<file path="config.mk">
export PLATFORM = sky130hd
export DESIGN_NAME = servo_motion_interpolator_flat
export DESIGN_NICKNAME = d
export VERILOG_FILES = /design/src/rtl/smi_pkg.sv /design/src/rtl/smi_if.sv /design/src/rtl/smi_lane.sv /design/src/rtl/servo_motion_interpolator.sv /design/src/flat_wrapper.sv
export VERILOG_INCLUDE_DIRS = /design/src /design/src/rtl
export SDC_FILE = /design/constraint.sdc
export NUM_CORES = 2
export LEC_CHECK = 0
export BUFFER_PORTS_ARGS = -buffer_cell sky130_fd_sc_hd__buf_4
export CORE_UTILIZATION = 45
export DETAILED_ROUTE_END_ITERATION = 7
export SETUP_SLACK_MARGIN = 0.05
export SLEW_MARGIN = 0
export SYNTH_ARGS = -nofsm -noshare
export SYNTH_HDL_FRONTEND = slang
export SYNTH_SLANG_ARGS = --single-unit
</file>
<file path="constraint.sdc">
create_clock -name clk -period 21.5 [get_ports clk]
set_input_delay 5.375 -clock clk [delete_from_list [all_inputs] [get_ports clk]]
set_output_delay 5.375 -clock clk [all_outputs]
set_load 0.02 [all_outputs]
</file>
<file path="src/rtl/servo_motion_interpolator_assert.svh">
// assertion macros for the servo motion interpolator
`ifndef SERVO_MOTION_INTERPOLATOR_ASSERT_SVH
`define SERVO_MOTION_INTERPOLATOR_ASSERT_SVH
`ifndef SYNTH
`define SMI_ASSERT_IMP(label, clk, rst, a, c) \
  label: assert property (@(posedge clk) disable iff (rst) (a) |-> (c)) \
    else $error("assertion failed");
`define SMI_ASSERT_NEXT(label, clk, rst, a, c) \
  label: assert property (@(posedge clk) disable iff (rst) (a) |=> (c)) \
    else $error("assertion failed");
`else
`define SMI_ASSERT_IMP(label, clk, rst, a, c)
`define SMI_ASSERT_NEXT(label, clk, rst, a, c)
`endif
`endif

</file>
<file path="src/rtl/smi_pkg.sv">
// package: shared types and constants for the servo motion interpolator
`default_nettype none
package smi_pkg;
  localparam int unsigned ANGLE_W = 8;
  localparam int unsigned DUR_W = 10;
  localparam logic [ANGLE_W-1:0] ANGLE_MAX = 8'd180;
  // numerator of the interpolation division: TICK_MS*k stays below duration_ms,
  // so TICK_MS*k*diff fits in duration bits plus angle bits
  localparam int unsigned NUM_W = DUR_W + ANGLE_W;
  typedef logic [ANGLE_W-1:0] angle_t;
  typedef logic [DUR_W-1:0] dur_t;
  typedef logic [NUM_W-1:0] num_t;
  typedef struct packed {
    logic start;
    logic down;
    num_t num;
    dur_t dur;
    logic [ANGLE_W-1:0] diff;
    angle_t base;
  } lane_cmd_t;
endpackage
`default_nettype wire

</file>
<file path="src/rtl/smi_if.sv">
// valid/ready channel interface
`default_nettype none
interface smi_if #(parameter int unsigned W = 8);
  logic valid;
  logic ready;
  logic [W-1:0] data;
  modport source (output valid, output data, input ready);
  modport sink (input valid, input data, output ready);
endinterface
`default_nettype wire

</file>
<file path="src/rtl/smi_lane.sv">
// one joint lane: serial restoring divider and angle step
`default_nettype none
module smi_lane (
  input  wire logic clk,
  input  wire logic rst,
  input  wire smi_pkg::lane_cmd_t cmd,
  output logic done,
  output smi_pkg::angle_t angle
);
  import smi_pkg::*;
  localparam int unsigned CNT_W = $clog2(NUM_W + 1);
  logic busy;
  logic [CNT_W-1:0] cnt;
  num_t quo;
  logic [DUR_W-1:0] rem;
  logic [DUR_W:0] trial;
  logic [NUM_W-1:0] step_sat;
  assign trial = {rem, quo[NUM_W-1]} - {1'b0, cmd.dur};
  assign step_sat = (quo > num_t'(cmd.diff)) ? num_t'(cmd.diff) : quo;
  assign angle = cmd.down ? angle_t'(cmd.base - step_sat[ANGLE_W-1:0])
                          : angle_t'(cmd.base + step_sat[ANGLE_W-1:0]);
  assign done = ~busy;
  always_ff @(posedge clk) begin
    if (rst) begin
      busy <= 1'b0;
      cnt <= '0;
    end else if (cmd.start) begin
      busy <= 1'b1;
      cnt <= CNT_W'(NUM_W);
      quo <= cmd.num;
      rem <= '0;
    end else if (busy) begin
      // one quotient bit a cycle
      if (!trial[DUR_W]) begin
        rem <= trial[DUR_W-1:0];
        quo <= {quo[NUM_W-2:0], 1'b1};
      end else begin
        rem <= {rem[DUR_W-2:0], quo[NUM_W-1]};
        quo <= {quo[NUM_W-2:0], 1'b0};
      end
      cnt <= cnt - 1'b1;
      if (cnt == CNT_W'(1)) busy <= 1'b0;
    end
  end
endmodule
`default_nettype wire

</file>
<file path="src/rtl/servo_motion_interpolator.sv">
// top level: command sequencer, joint lanes and output merge
// channel | dir | payload
// cmd     | in  | eight target angles, duration_ms
// servo   | out | eight servo angles, last_tick
// each tick runs lane load, the lanes' serial dividers, merge and output beat, in that order
// a command is accepted, then runs duration_ms/TICK_MS ticks (at most MAX_TICKS)
// reset clears joint angles and the sequencer; the next command waits for the last beat
// a stalled output holds the sequencer; ticks advance only once a beat is taken
`default_nettype none
module servo_motion_interpolator #(
  parameter int unsigned NUM_JOINTS = 8,
  parameter int unsigned TICK_MS = 10,
  parameter int unsigned MAX_TICKS = 64
) (
  input wire logic clk,
  input wire logic rst,
  smi_if.sink cmd,
  smi_if.source servo
);
  import smi_pkg::*;
  `include "servo_motion_interpolator_assert.svh"
  localparam int unsigned TK_W = $clog2(MAX_TICKS + 1);
  // tick count by reciprocal multiplication, exact for every duration
  localparam int unsigned RECIP_SH = 20;
  localparam int unsigned RECIP_W = RECIP_SH + 1;
  localparam logic [RECIP_SH:0] TICK_RECIP =
    RECIP_W'(((32'd1 << RECIP_SH) + TICK_MS - 1) / TICK_MS);
  localparam logic [1:0] S_IDLE = 2'd0;
  localparam logic [1:0] S_RUN = 2'd1;
  localparam logic [1:0] S_WAIT = 2'd2;
  localparam logic [1:0] S_OUT = 2'd3;
  logic [1:0] state;
  angle_t joint [NUM_JOINTS];
  angle_t start_a [NUM_JOINTS];
  angle_t target [NUM_JOINTS];
  dur_t dur;
  logic [TK_W-1:0] ticks, k;
  logic [NUM_JOINTS-1:0] lane_done;
  angle_t lane_angle [NUM_JOINTS];
  lane_cmd_t lane_cmd [NUM_JOINTS];
  dur_t in_dur;
  logic [DUR_W+RECIP_SH:0] in_prod;
  logic [DUR_W-1:0] in_ticks;
  assign in_dur = cmd.data[NUM_JOINTS*ANGLE_W +: DUR_W];
  assign in_prod = {{RECIP_W{1'b0}}, in_dur} * {{DUR_W{1'b0}}, TICK_RECIP};
  assign in_ticks = in_prod[RECIP_SH +: DUR_W];
  assign cmd.ready = (state == S_IDLE);
  assign servo.valid = (state == S_OUT);
  genvar g;
  generate
    for (g = 0; g < NUM_JOINTS; g++) begin : g_lane
      logic [ANGLE_W-1:0] diff;
      assign diff = (start_a[g] > target[g]) ? start_a[g] - target[g]
                                             : target[g] - start_a[g];
      assign lane_cmd[g].start = (state == S_RUN);
      assign lane_cmd[g].down = start_a[g] > target[g];
      assign lane_cmd[g].num = num_t'(TICK_MS * k * diff);
      assign lane_cmd[g].dur = dur;
      assign lane_cmd[g].diff = diff;
      assign lane_cmd[g].base = start_a[g];
      smi_lane u_lane (.clk(clk), .rst(rst), .cmd(lane_cmd[g]),
                       .done(lane_done[g]), .angle(lane_angle[g]));
      if (g >= NUM_JOINTS / 2) begin : g_mir
        assign servo.data[g*ANGLE_W +: ANGLE_W] = ANGLE_MAX - joint[g];
      end else begin : g_dir
        assign servo.data[g*ANGLE_W +: ANGLE_W] = joint[g];
      end
    end
  endgenerate
  assign servo.data[NUM_JOINTS*ANGLE_W] = (k + 1'b1 == ticks);
  always_ff @(posedge clk) begin
    if (rst) begin
      state <= S_IDLE;
      k <= '0;
      for (int j = 0; j < NUM_JOINTS; j++) joint[j] <= '0;
    end else begin
      case (state)
        S_IDLE: if (cmd.valid && in_ticks != '0) begin
          for (int j = 0; j < NUM_JOINTS; j++) begin
            start_a[j] <= joint[j];
            target[j] <= (cmd.data[j*ANGLE_W +: ANGLE_W] > ANGLE_MAX) ? ANGLE_MAX
                         : cmd.data[j*ANGLE_W +: ANGLE_W];
          end
          dur <= in_dur;
          ticks <= (in_ticks > DUR_W'(MAX_TICKS)) ? TK_W'(MAX_TICKS)
                                                 : in_ticks[TK_W-1:0];
          k <= '0;
          state <= S_RUN;
        end
        S_RUN: state <= S_WAIT;
        S_WAIT: if (&lane_done) begin
          // merge: commit all lanes at once
          for (int j = 0; j < NUM_JOINTS; j++) joint[j] <= lane_angle[j];
          state <= S_OUT;
        end
        S_OUT: if (servo.ready) begin
          if (k + 1'b1 == ticks) begin
            k <= '0;
            state <= S_IDLE;
          end else begin
            k <= k + 1'b1;
            state <= S_RUN;
          end
        end
        default: state <= S_IDLE;
      endcase
    end
  end
  `SMI_ASSERT_IMP(a_no_in_busy, clk, rst, state != S_IDLE, !cmd.ready)
  `SMI_ASSERT_NEXT(a_run_wait, clk, rst, state == S_RUN, state == S_WAIT)
  `SMI_ASSERT_IMP(a_k_range, clk, rst, state != S_IDLE, k < ticks)
  `SMI_ASSERT_NEXT(a_hold, clk, rst, servo.valid && !servo.ready, servo.valid)
endmodule
`default_nettype wire

</file>
<file path="src/flat_wrapper.sv">
// flat-port wrapper written by rule: the top's interface ports become plain ports
module servo_motion_interpolator_flat import smi_pkg::*;
#(
  parameter int unsigned NUM_JOINTS = 8,
  parameter int unsigned TICK_MS = 10,
  parameter int unsigned MAX_TICKS = 64
)
  (clk, rst, cmd_valid, cmd_data, cmd_ready, servo_valid, servo_data, servo_ready);
  smi_if #(.W(((8) * ANGLE_W + DUR_W))) cmd_i ();
  smi_if #(.W(((8) * ANGLE_W + 1))) servo_i ();
  input wire logic clk;
  input wire logic rst;
  input wire logic [$bits(cmd_i.valid)-1:0] cmd_valid;
  input wire logic [$bits(cmd_i.data)-1:0] cmd_data;
  output wire logic [$bits(cmd_i.ready)-1:0] cmd_ready;
  output wire logic [$bits(servo_i.valid)-1:0] servo_valid;
  output wire logic [$bits(servo_i.data)-1:0] servo_data;
  input wire logic [$bits(servo_i.ready)-1:0] servo_ready;
  assign cmd_i.valid = cmd_valid;
  assign cmd_i.data = cmd_data;
  assign cmd_ready = cmd_i.ready;
  assign servo_valid = servo_i.valid;
  assign servo_data = servo_i.data;
  assign servo_i.ready = servo_ready;
  servo_motion_interpolator #(.NUM_JOINTS(NUM_JOINTS), .TICK_MS(TICK_MS), .MAX_TICKS(MAX_TICKS)) u_core (.clk(clk), .rst(rst), .cmd(cmd_i), .servo(servo_i));
endmodule
</file>
==> results.json <==
{
  "root_buffer": "clkbuf_16",
  "ioPinCount": 145,
  "worst_hold_startpoint": "u_core.joint[0][11]$_SDFFCE_PN0P_",
  "synthCells": 6248,
  "synthTopCellsByArea": "edfxtp_1, ha_1, fa_1",
  "cp_slowest_cell": "buf_4",
  "grt_pass1_vias": 43930,
  "cts-resized-gates": 0,
  "numCtsBuffers": 66,
  "grt.total_usage": 0.2266,
  "worst_path_most_repeated_cell": "fa_1",
  "h-tree-depth": 3,
  "setup_viol": 0,
  "period_share": 0.5300,
  "die_h_um": 357.0,
  "postCtsSetupRepairBufs": 0,
  "path_class": "in2reg",
  "finalHoldViolations": 0,
  "yosys_warnings": 0,
  "synthArstFlopShare": 0,
  "drv_cap": 0,
  "slew_violations": 0,
  "gp_congestion": 0.8572,
  "p_per_area_nw_per_um2": 107.1,
  "area_growth_pct": 9.181,
  "diodes": 0,
  "syn_area_um2": 56710,
  "worstPathArrival_ps": 11680,
  "worstPathMaxFanout": 56,
  "p_leak_nw": 29.23,
  "dr.pass1.iters": 5,
  "cts_tree": "done",
  "drive_gt1_frac": 0.08293,
  "antenna_found_initial": 0,
  "num_vias": 43200,
  "clock_path_buffers": 3,
  "min_period_ps": 11390,
  "fin_util": 0.4982,
  "cts_hold_buf": 0,
  "outcome": "complete, no violations",
  "grt_max_degree": 141,
  "r2r_end": "u_core.g_lane[1].u_lane.quo[17]$_DFFE_PP_",
  "grt_pass1_wl_mm": 231.3,
  "synth_nets": 7471,
  "worst_ep_required_time_ps": 21780,
  "timing.rr.start": "u_core.start_a[0][12]$_DFFE_PP_",
  "synthFlopType": "edfxtp_1",
  "antenna_left": 0,
  "cts_sinks": 490,
  "critical_path.top_delay_family": "adder cells",
  "vdd_drop_max_mv": 0.08749,
  "worstPathCellList": "buf_4, ha_1, inv_1, fa_1, fa_1, fa_1, inv_1, fa_1, ha_1, and3_1, nor4b_1, o21ai_1, o22ai_1, a211oi_1, a311oi_2, nand2b_1, nand2_1, nor3_2, buf_4, buf_4",
  "tightest_slew_ps": 1297,
  "fp.dieW_um": 357.0,
  "max-slew-margin-rel": 0.1340,
  "hpwl_mm": 104.9,
  "clk_latency_ps": 660,
  "start_kind": "input port",
  "clk_pin_slew_ps": 60,
  "core_area_um2": 124300,
  "initial_core_util": 0.4563,
  "rr_worst_depth": 26,
  "finalWirelength_mm": 141.2,
  "grt_overflow": 0,
  "die_area_um2": 127400,
  "whs_endpoint": "u_core.start_a[0][11]$_DFFE_PP_",
  "viasPerCell": 5.397,
  "tns_ps": 0,
  "ys_seq_area_frac": 0.2494,
  "wl_per_cell_um": 17.64,
  "hold_path.class": "reg2reg",
  "skew_ps": 28.13,
  "worst_path_largest_cell_delay_ps": 610,
  "cp-end-kind": "register",
  "r2r_setup_slack_ps": 13020,
  "portBuffers": 144,
  "hold_depth": 0,
  "timing.fmax_mhz": 87.76,
  "dr.first_iter.drc_count": 2360,
  "rsz0062_at_grt": "false",
  "num-fill-cells": 11710,
  "synth_top_cell_by_area": "edfxtp_1",
  "fin_nets": 7542,
  "yosysTopAreaCellShare": 0.2293,
  "avgSynthCellArea_um2": 9.076,
  "synth_edf_count": 433,
  "drcViolationCount": 0,
  "ys_ff_latch": 490,
  "rows": 129,
  "synthDistinctLibCells": 94,
  "path_buf_inv": 5
}
## cells in the final DEF, fill, tap and decap left out, types with 30 or more instances in the layout
| master | instances |
|---|---|
| a211oi_1 | 38 |
| a21boi_0 | 57 |
| a21o_1 | 98 |
| a21oi_1 | 254 |
| a31oi_1 | 36 |
| and2_1 | 106 |
| buf_4 | 199 |
| clkbuf_16 | 73 |
| dfxtp_1 | 56 |
| edfxtp_1 | 433 |
| fa_1 | 438 |
| ha_1 | 704 |
| inv_1 | 963 |
| mux2_2 | 104 |
| mux2i_1 | 111 |
| nand2_1 | 421 |
| nand2b_1 | 70 |
| nand3_1 | 75 |
| nand4_1 | 32 |
| nor2_1 | 782 |
| nor2b_1 | 91 |
| nor3_1 | 79 |
| nor4_1 | 30 |
| o21a_1 | 37 |
| o21ai_0 | 240 |
| or3_1 | 36 |
| xnor2_1 | 211 |
| xor2_1 | 103 |
## worst max path at each step
stage                 start  slack (ps)  cells after the start                             end
6_report       cmd_data[71]       10110                     20  u_core.start_a[1][5]$_DFFE_PP_
4_1_cts        cmd_data[71]       10050                     20  u_core.start_a[1][5]$_DFFE_PP_
5_1_grt        cmd_data[71]        9750                     20  u_core.start_a[1][5]$_DFFE_PP_
2_1_floorplan  cmd_data[71]        2590                     17  u_core.start_a[0][0]$_DFFE_PP_
3_5_place_dp   cmd_data[71]        9350                     20  u_core.start_a[1][7]$_DFFE_PP_
3_3_place_gp   cmd_data[71]        9440                     20  u_core.start_a[1][7]$_DFFE_PP_
## synth_stat cells, types with 104 or more instances
| cell | n |
|---|---|
| inv_1 | 967 |
| nor2_1 | 792 |
| ha_1 | 706 |
| fa_1 | 439 |
| edfxtp_1 | 433 |
| nand2_1 | 422 |
| a21oi_1 | 254 |
| o21ai_0 | 240 |
| xnor2_1 | 215 |
| clkbuf_1 | 153 |
| mux2i_1 | 111 |
| and2_1 | 106 |
| xor2_1 | 105 |
| mux2_2 | 104 |
## worst register-to-register path: cells and delay by family, from the launching register on
family	cells	cell delay, ps
DFF	1	450
adders and majority gates	6	2850
xor gates and xnor gates	1	780
muxes	1	430
AOI/OAI and AO/OA	12	2620
and+or+nand+nor	2	540
buffers and inverters	4	520
## per-layer routing
metal / up-vias / global-route usage / wire, µm
met4: 0 / 0.05427 / 3208
met2: 894 / 0.3900 / 67300
li1: 21050 / - / -
met1: 21060 / 0.2988 / 64190
met5: - / 0 / 0
met3: 188 / 0.03301 / 6480
## where the power goes
part	total [mW]	switching (mW)	internal [mW]
clock	1.14	0.461	0.682
combinational	3.81	2.28	1.53
sequential	1.67	0.219	1.45
total	6.63	2.96	3.67
## sequential cells by signal, indices dropped and copies added, names as in the netlist
name,cells
u_core.dur,10
u_core.g_lane.u_lane.busy,8
u_core.g_lane.u_lane.cnt,40
u_core.g_lane.u_lane.quo,144
u_core.g_lane.u_lane.rem,80
u_core.joint,64
u_core.k,7
u_core.start_a,64
u_core.state,2
u_core.target,64
u_core.ticks,7
## through the flow
stage | hold WS, ps | worst slack (ps) | area, µm² | std cells | power (mW)
final | 448.9 | 10110 | 61910 | 8004 | 6.628
after CTS | 451.4 | 10050 | 61910 | 8004 | 6.672
after floorplan | 447.6 | 2589 | 56710 | 6248 | 4.478
after global routing | 454.6 | 9755 | 61910 | 8004 | 7.190
after detailed placement | 436.7 | 9354 | 59720 | 7888 | 5.480
after global placement | 440.9 | 9440 | 59720 | 7888 | 5.426
## final cells by class
cell class / count / area, µm² / area share
flip-flops and latches: 490 / 14140 / 0.2285
clock buffers: 87 / 1899 / 0.03068
well taps: 1637 / 2048 / 0.03308
repair buffers: 200 / 1514 / 0.02445
clock inverters: 29 / 296.5 / 0.004790
multi-input cells: 4569 / 38280 / 0.6183
inverters: 992 / 3729 / 0.06022
## logic make-up after synthesis
family                   Yosys count  synth area share
buffers and inverters           1189           0.07945
flip-flops                       490            0.2494
XOR/XNOR                         326           0.05161
adder cells (fa/ha/maj)         1145            0.3108
AO/OA/AOI/OAI                   1009            0.1161
multiplexers                     220           0.04133
AND/OR/NAND/NOR                 1869            0.1513
Power figures use the tool's default switching activity.
